File: src/afsa_pkg.sv
// ----------------------------------------------------------------------------
// afsa_pkg
// Types and constants shared by the actuator fault status aggregator.
// ----------------------------------------------------------------------------
package afsa_pkg;

    localparam int FLAG_W  = 30;
    localparam int IDX_W   = 8;
    localparam int WORD_W  = 16;
    localparam int BYTE_W  = 8;
    localparam int COUNT_W = 4;

    typedef enum logic [1:0] {
        CMD_SERVER = 2'd0,
        CMD_DEMAND = 2'd1,
        CMD_DCA    = 2'd2,
        CMD_LOG    = 2'd3
    } cmd_t;

    typedef struct packed {
        logic [1:0]         command;
        logic [IDX_W-1:0]   actuator_index;
        logic [WORD_W-1:0]  status_word;
        logic [WORD_W-1:0]  fault_word;
        logic [COUNT_W-1:0] broadcast_count;
    } in_word_t;

    typedef struct packed {
        logic [FLAG_W-1:0] any_flags;
        logic              any_warning;
    } out_word_t;

    typedef struct packed {
        logic [FLAG_W-1:0] flags;
        logic [WORD_W-1:0] server;
        logic [BYTE_W-1:0] demand;
        logic [WORD_W-1:0] dca;
    } entry_t;

    localparam entry_t RESET_ENTRY = '{
        flags:  '0,
        server: 16'hFFFF,
        demand: 8'hFF,
        dca:    16'hFFFF
    };

endpackage

File: src/afsa_update.sv
// ----------------------------------------------------------------------------
// afsa_update
// Decodes one status word into the flags of an entry and flags a change.
// ----------------------------------------------------------------------------
module afsa_update
    import afsa_pkg::*;
(
    input  in_word_t item,
    input  entry_t   old_entry,
    output entry_t   new_entry,
    output logic     changed
);

    logic [WORD_W-1:0] s;
    logic [WORD_W-1:0] f;
    logic [BYTE_W-1:0] v;
    logic              warn;

    assign s    = item.status_word;
    assign f    = item.fault_word;
    assign warn = item.status_word[7:4] != item.broadcast_count;
    assign v    = {3'b000, warn, item.status_word[3:0]};

    always_comb begin
        new_entry = old_entry;
        changed   = 1'b0;
        case (item.command)
            CMD_SERVER: begin
                if (old_entry.server != s) begin
                    changed               = 1'b1;
                    new_entry.server      = s;
                    new_entry.flags[0]    = s[0];
                    new_entry.flags[1]    = s[1];
                    new_entry.flags[2]    = s[3];
                    new_entry.flags[3]    = s[4];
                    new_entry.flags[4]    = s[5];
                    new_entry.flags[5]    = s[13];
                    new_entry.flags[6]    = s[14];
                    new_entry.flags[13:7] = f[6:0];
                    new_entry.flags[16:14] = f[10:8];
                    new_entry.flags[18:17] = f[13:12];
                end
            end
            CMD_DEMAND: begin
                if (old_entry.demand != v) begin
                    changed             = 1'b1;
                    new_entry.demand    = v;
                    new_entry.flags[28] = v[0];
                    new_entry.flags[5]  = v[1];
                    new_entry.flags[29] = v[4];
                end
            end
            CMD_DCA: begin
                if (old_entry.dca != s) begin
                    changed                = 1'b1;
                    new_entry.dca          = s;
                    new_entry.flags[22:19] = s[4:1];
                    new_entry.flags[25:23] = s[8:6];
                    new_entry.flags[27:26] = s[13:12];
                    new_entry.flags[6]     = s[15];
                end
            end
            default: begin
                changed = 1'b0;
            end
        endcase
    end

endmodule

File: config.mk
export PLATFORM = sky130hd
export DESIGN_NAME = afsa_update
export DESIGN_NICKNAME = d
export VERILOG_FILES = /design/src/afsa_pkg.sv /design/src/afsa_update.sv
export SDC_FILE = /design/constraint.sdc
export NUM_CORES = 1
export LEC_CHECK = 0
export CAP_MARGIN = 25
export CORE_AREA = 2 2 72 74
export DETAILED_ROUTE_END_ITERATION = 10
export DIE_AREA = 0 0 74 76
export DONT_BUFFER_PORTS = 1
export GPL_TIMING_DRIVEN = 0
export PLACE_DENSITY = 0.58
export RECOVER_POWER = 100
export SYNTH_ARGS = -nofsm -noshare
export SYNTH_HDL_FRONTEND = slang
export SYNTH_SLANG_ARGS = --single-unit
File: constraint.sdc
create_clock -name vclk -period 1.5
set_clock_uncertainty 0.05 [all_clocks]
set_input_delay 0 -clock vclk [all_inputs]
set_output_delay 0 -clock vclk [all_outputs]
set_load 0.03 [all_outputs]
==> run metrics, run 1 <==
Sum Neg Setup Slack=-9.45 ns; area leader, netlist=mux2_4; DRC Markers=0; violated checks=negative setup slack; DR iter-0 viols=16; Worst Path Required=between 1 and 1.5 ns; Lkg Pwr=~1.2 nW; Yosys warnings=0; GRT Util Overall=roughly a fifth; area delta synth->final=59.4%; Via density=roughly 5.4; largest net degree at the start of global routing=11; power share of the clock group=0%; Port Buffers=0; Die Height=about 76 um; row cnt=26; routed vias=1436; GP Congestion=about 0.76; vias in the first global route=approximately 1600; sequential group share of total power=0%; Initial Util=32.4%; status=complete, but fails checks; fillers=~420; Worst slew margin=52.7%; worst vdd ir=between 200 and 250 uV; top cell type's share of synthesized area=26.4%; sequential cell count=0; Hold WC Path Type=input pin to primary output; fin. max-slew vios=0; total power draw=1.06 mW; setup violators final=64; Max Cap Viol=0; Final Hold Fails=0; DP Wirelength=about 4700 um; hold path cells=1; NumNets Final=approximately 310; crit path max fanout=8; worst slew pin tran=around 0.71 ns; setup slack after layout=-0.204 ns; P_int=between 0.4 and 0.5 mW; RSZ-0062 raised after global routing=true; Tmin final=1.70 ns; Die Wd=roughly 74 um; switching power=approximately 0.57 mW; Seq/Total Area, Yosys=0%; crit path capture type=primary output; combinational power share=100.0%; WL final=just over 6000 um; Worst Path Arrival=around 1.7 ns; CP startpoint kind=input pin; Mapped Cells=around 160; clock buffer count=0; Avg Cell Area, Syn=about 9.9 um2; fin crit share=114%; initial antenna violation count=0; Setup WS pre-CTS=-0.443 ns; most frequent cells after synthesis=mux2_2, mux2_4, xor2_1; WHS=0.0919 ns; global-route wire length before repair=approximately 8500 um; most common cell in the netlist=mux2_2; antenna violation net count after detailed routing=0; pwr/cell area=418 nW/um2; Fmax=just under 600 MHz; Die ar.=5620 um2; Synth area leaders=mux2_4, mux2_2, xor2_1; CORE AREA=between 4000 and 5000 um2; mapped cell area=around 1600 um2; drt first pass iters=4; drt wl/cell=about 23 um; post-synth cell types=30; hold buffers post-CTS=0; layout cell share with drive strength beyond 1=about 67%; critical setup path kind=input pin to primary output; final core utilization=51.6%; Mapped Nets=277; Multi-input gate area=approximately 1800 um2; sw frac=a little over half; register area=0 um2; n_diodes=0; I/O pins=approximately 190; GRT Residual Overflow=0
==> path summary, 6_finish.rpt <==
check | startpoint | end
worst max-delay path | item[24] | new_entry[66]
worst min-delay path | old_entry[37] | new_entry[37]
==> stage by stage <==
stage | cells | instance area (um2)
final | 265 | 2530
after CTS | 254 | 2340
after global placement | 231 | 1840
after detailed placement | 231 | 1840
after floorplan | 161 | 1750
after global routing | 265 | 2530
==> placed cells by master (no fill, tap or decap), drive strengths merged, types with 2 or more instances in the layout <==
cell | synthesis | final
mux2 | 59 | 59
buf | 14 | 45
xor2 | 22 | 22
xnor2 | 19 | 19
nand2 | 8 | 8
nor2b | 6 | 6
nand4 | 6 | 6
nor4 | 6 | 6
clkbuf | 1 | 4
mux2i | 3 | 3
nor2 | 2 | 2
inv | 2 | 2
a21o | 2 | 2
==> worst max-delay path, stage by stage <==
cell and delay [ns]:
buf_12 0.11, xor2_4 0.15, nor4_4 0.32, nand4_1 0.25, nand3b_4 0.26, clkbuf_16 0.20
mux2_4 0.35
==> area by class of cell <==
cell class | count | share of cell area [%]
repair buffers | 34 | 15.8
well taps | 70 | 3.46
multi-input cells | 144 | 69.9
inverters | 2 | 0.296
plain buffers | 15 | 10.5
==> logic make-up (layout without fill, tap and decap cells) <==
kind of cell	count (synthesis)	count (layout)	synth area share [%]
and+or+nand+nor	34	34	13.0
xor gates and xnor gates	41	41	22.6
muxes	62	62	50.3
buffers and inverters	17	51	10.1
AOI/OAI and AO/OA	7	7	4.01
==> power groups by stage <==
stage	logic (mW)	registers, mW	clock network [mW]
floorplan	0.782	0	0
global placement	0.852	0	0
detailed placement	0.855	0	0
CTS	1.01	0	0
global route	1.11	0	0
finish	1.06	0	0
==> timing repair <==
item                                    in CTS  in global routing
setup buffers                               23                  9
gates cloned                                 0                  3
resized for setup                           54                 14
endpoints found under the setup margin      65                 65
pin swaps                                   10                 12
==> per-layer routing <==
layer / wire [um] / share of wire [%] / track usage (%)
met1: 2110 / 35 / 21.2
met2: 3310 / 55 / 37.4
met3: 639 / 11 / 5.56
met4: 0 / 0 / 1.64
met5: 0 / 0 / 0
Note: power is estimated with default switching activity, not from simulation.
==> run 2, diff against run 1 <==
- PLACE_DENSITY: 0.58 -> 0.53
- SKIP_LAST_GASP: unset -> 1
==> run 2 against run 1 <==
  * The run still ends with negative setup slack left
  * Global-route usage is 0.50 points lower
  * Cell count fell by 3.8%
  * Sequential cell count unchanged
  * Critical endpoint is now new_entry[62]
  * Total power decreased by 3.4%
  * Non-clock buffer count down 10
  * Sequential share of layout area is the same
  * Combinational power decreased by 4%
  * Critical path type unchanged
==> run metrics, run 2 (synthesized netlist as in run 1, its figures left out) <==
Final Hold Fails=0 (unchanged); most frequent cells in the layout=mux2_4, xor2_1, buf_12 (was mux2_4, xor2_1, buf_12, buf_4, xnor2_1); crit path capture type=primary output (unchanged); worst vdd ir=228 uV (was 217 uV); GRT Util Overall=19.0% (was 19.5%); sequential cell count=0 (unchanged); I/O pins=187 (unchanged); DRC Markers=0 (unchanged); global-route wire length before repair=8220 um (was 8470 um); RSZ-0062 raised after global routing=true (unchanged); fillers=454 (was 417); DP Wirelength=4500 um (was 4700 um); Crit path top cell by count=buf_12; critical setup path kind=input pin to primary output (unchanged); crit path max fanout=7 (was 8); CORE AREA=4910 um2 (unchanged); antenna violation net count after detailed routing=0 (unchanged); Tmin final=1.75 ns (was 1.70 ns); Initial Util=32.4% (unchanged); violated checks=negative setup slack (unchanged); vias in the first global route=1537 (was 1620); row cnt=26 (unchanged); DR iter-0 viols=17 (was 16); status=complete, but fails checks (unchanged); WL final=5940 um (was 6060 um); drt wl/cell=23.3 um (was 22.9 um); setup slack after layout=-0.249 ns (was -0.204 ns); Die Height=76 um (unchanged); dpl cells=231 (unchanged); Hold WC Path Type=input pin to primary output (unchanged); WHS=0.0979 ns (was 0.0919 ns); routed vias=1395 (was 1436); Setup WS pre-CTS=-0.380 ns (was -0.443 ns); critical path's slowest cell=mux2_2 (was mux2_4); GRT busiest layer=met2 (unchanged); clock buffer count=0 (unchanged); Worst Path Required=1.45 ns (about the same); Die ar.=5620 um2 (unchanged); Max Cap Viol=0 (unchanged); pwr/cell area=429 nW/um2 (was 418 nW/um2); Worst slew margin=52.1% (was 52.7%); Lkg Pwr=1.14 nW (was 1.21 nW); setup violators final=64 (unchanged); CP max stage delay=0.41 ns (was 0.35 ns); largest net degree at the start of global routing=11 (unchanged); Die Wd=74 um (unchanged); n_diodes=0 (unchanged); drt first pass iters=4 (unchanged); GRT Residual Overflow=0 (unchanged); largest delay contributor family on the critical path=simple AND/OR/NAND/NOR gates (unchanged); initial antenna violation count=0 (unchanged); GR Util met2=37.0% (was 37.4%); GR Layer Usage met1=21.3% (was 21.2%); register area=0 um2 (unchanged); Via density=5.47 (was 5.42); commonest non-fill, non-tap cell in the layout=mux2_4 (unchanged); critical path buffer and inverter count=3 (was 2); Final Non-Filler Cells=255 (was 265); Fmax=572 MHz (was 587 MHz); fin crit share=117% (was 114%); Cell Chain, Critical Path=buf_12, buf_12, xor2_1, nor4_2, nand4_1, nand3b_4, buf_12, mux2_2 (was buf_12, xor2_4, nor4_4, nand4_1, nand3b_4, clkbuf_16, mux2_4); GP Congestion=0.721 (was 0.756); Sum Neg Setup Slack=-11.33 ns (was -9.45 ns); fin. max-slew vios=0 (unchanged); GR met3 Demand/Resource=3.04% (was 5.56%); worst slew pin tran=0.715 ns (was 0.707 ns); area delta synth->final=50.2% (was 59.4%); Worst Path Arrival=1.70 ns (was 1.65 ns); CP startpoint kind=input pin (unchanged); Port Buffers=0 (unchanged); NumNets Final=303 (was 313); layout cell share with drive strength beyond 1=64.3% (was 67.2%); total power draw=1.02 mW (was 1.06 mW); Multi-input gate area=1710 um2 (was 1770 um2)
==> run 2: cell count changes in the layout (fill, tap and decap cells not counted), sizes merged <==
cell | previous run | this run
clkbuf | 4 | 3
buf | 45 | 36
==> run 2: timing repair <==
| item | 4_1_cts | 5_1_grt |
|---|---|---|
| hold buffers | 0 | 0 |
| setup endpoints to repair | 65 | 65 |
| gates resized for setup | 40 | 11 |
| gates cloned | 3 | 2 |
| setup buffers | 18 | 4 |
| pin swaps | 15 | 9 |
==> run 2: worst paths after layout <==
kind,from,endpoint,slack (ns),depth (start not counted)
worst max-delay path,item[21],new_entry[62],-0.25,8
worst min-delay path,old_entry[37],new_entry[37],0.1,1
==> run 2: final cells by class <==
type | count | share of cell area, %
Tap cell | 70 | 3.67
Timing Repair Buffer | 24 | 14.4
Buffer | 15 | 10.0
Inverter | 2 | 0.314
Multi-Input combinational cell | 144 | 71.6
==> run 2: power breakdown <==
group | switching, mW | internal [mW]
clock network | 0 | 0
registers | 0 | 0
logic | 0.565 | 0.458
==> run 2: per-layer routing <==
metal,wire length [um],vias up,part of all wire [%]
met3,512,4,8.6
li1,-,620,-
met4,62,0,1.0
met5,0,-,0
met2,3320,102,56
met1,2040,669,34
==> run 2: through the flow <==
stage / area, um2 / util, %
after floorplan: 1750 / -
after global placement: 1840 / 37.4
after detailed placement: 1840 / 37.4
after CTS: 2290 / 46.6
after global routing: 2390 / 48.6
final: 2390 / 48.6
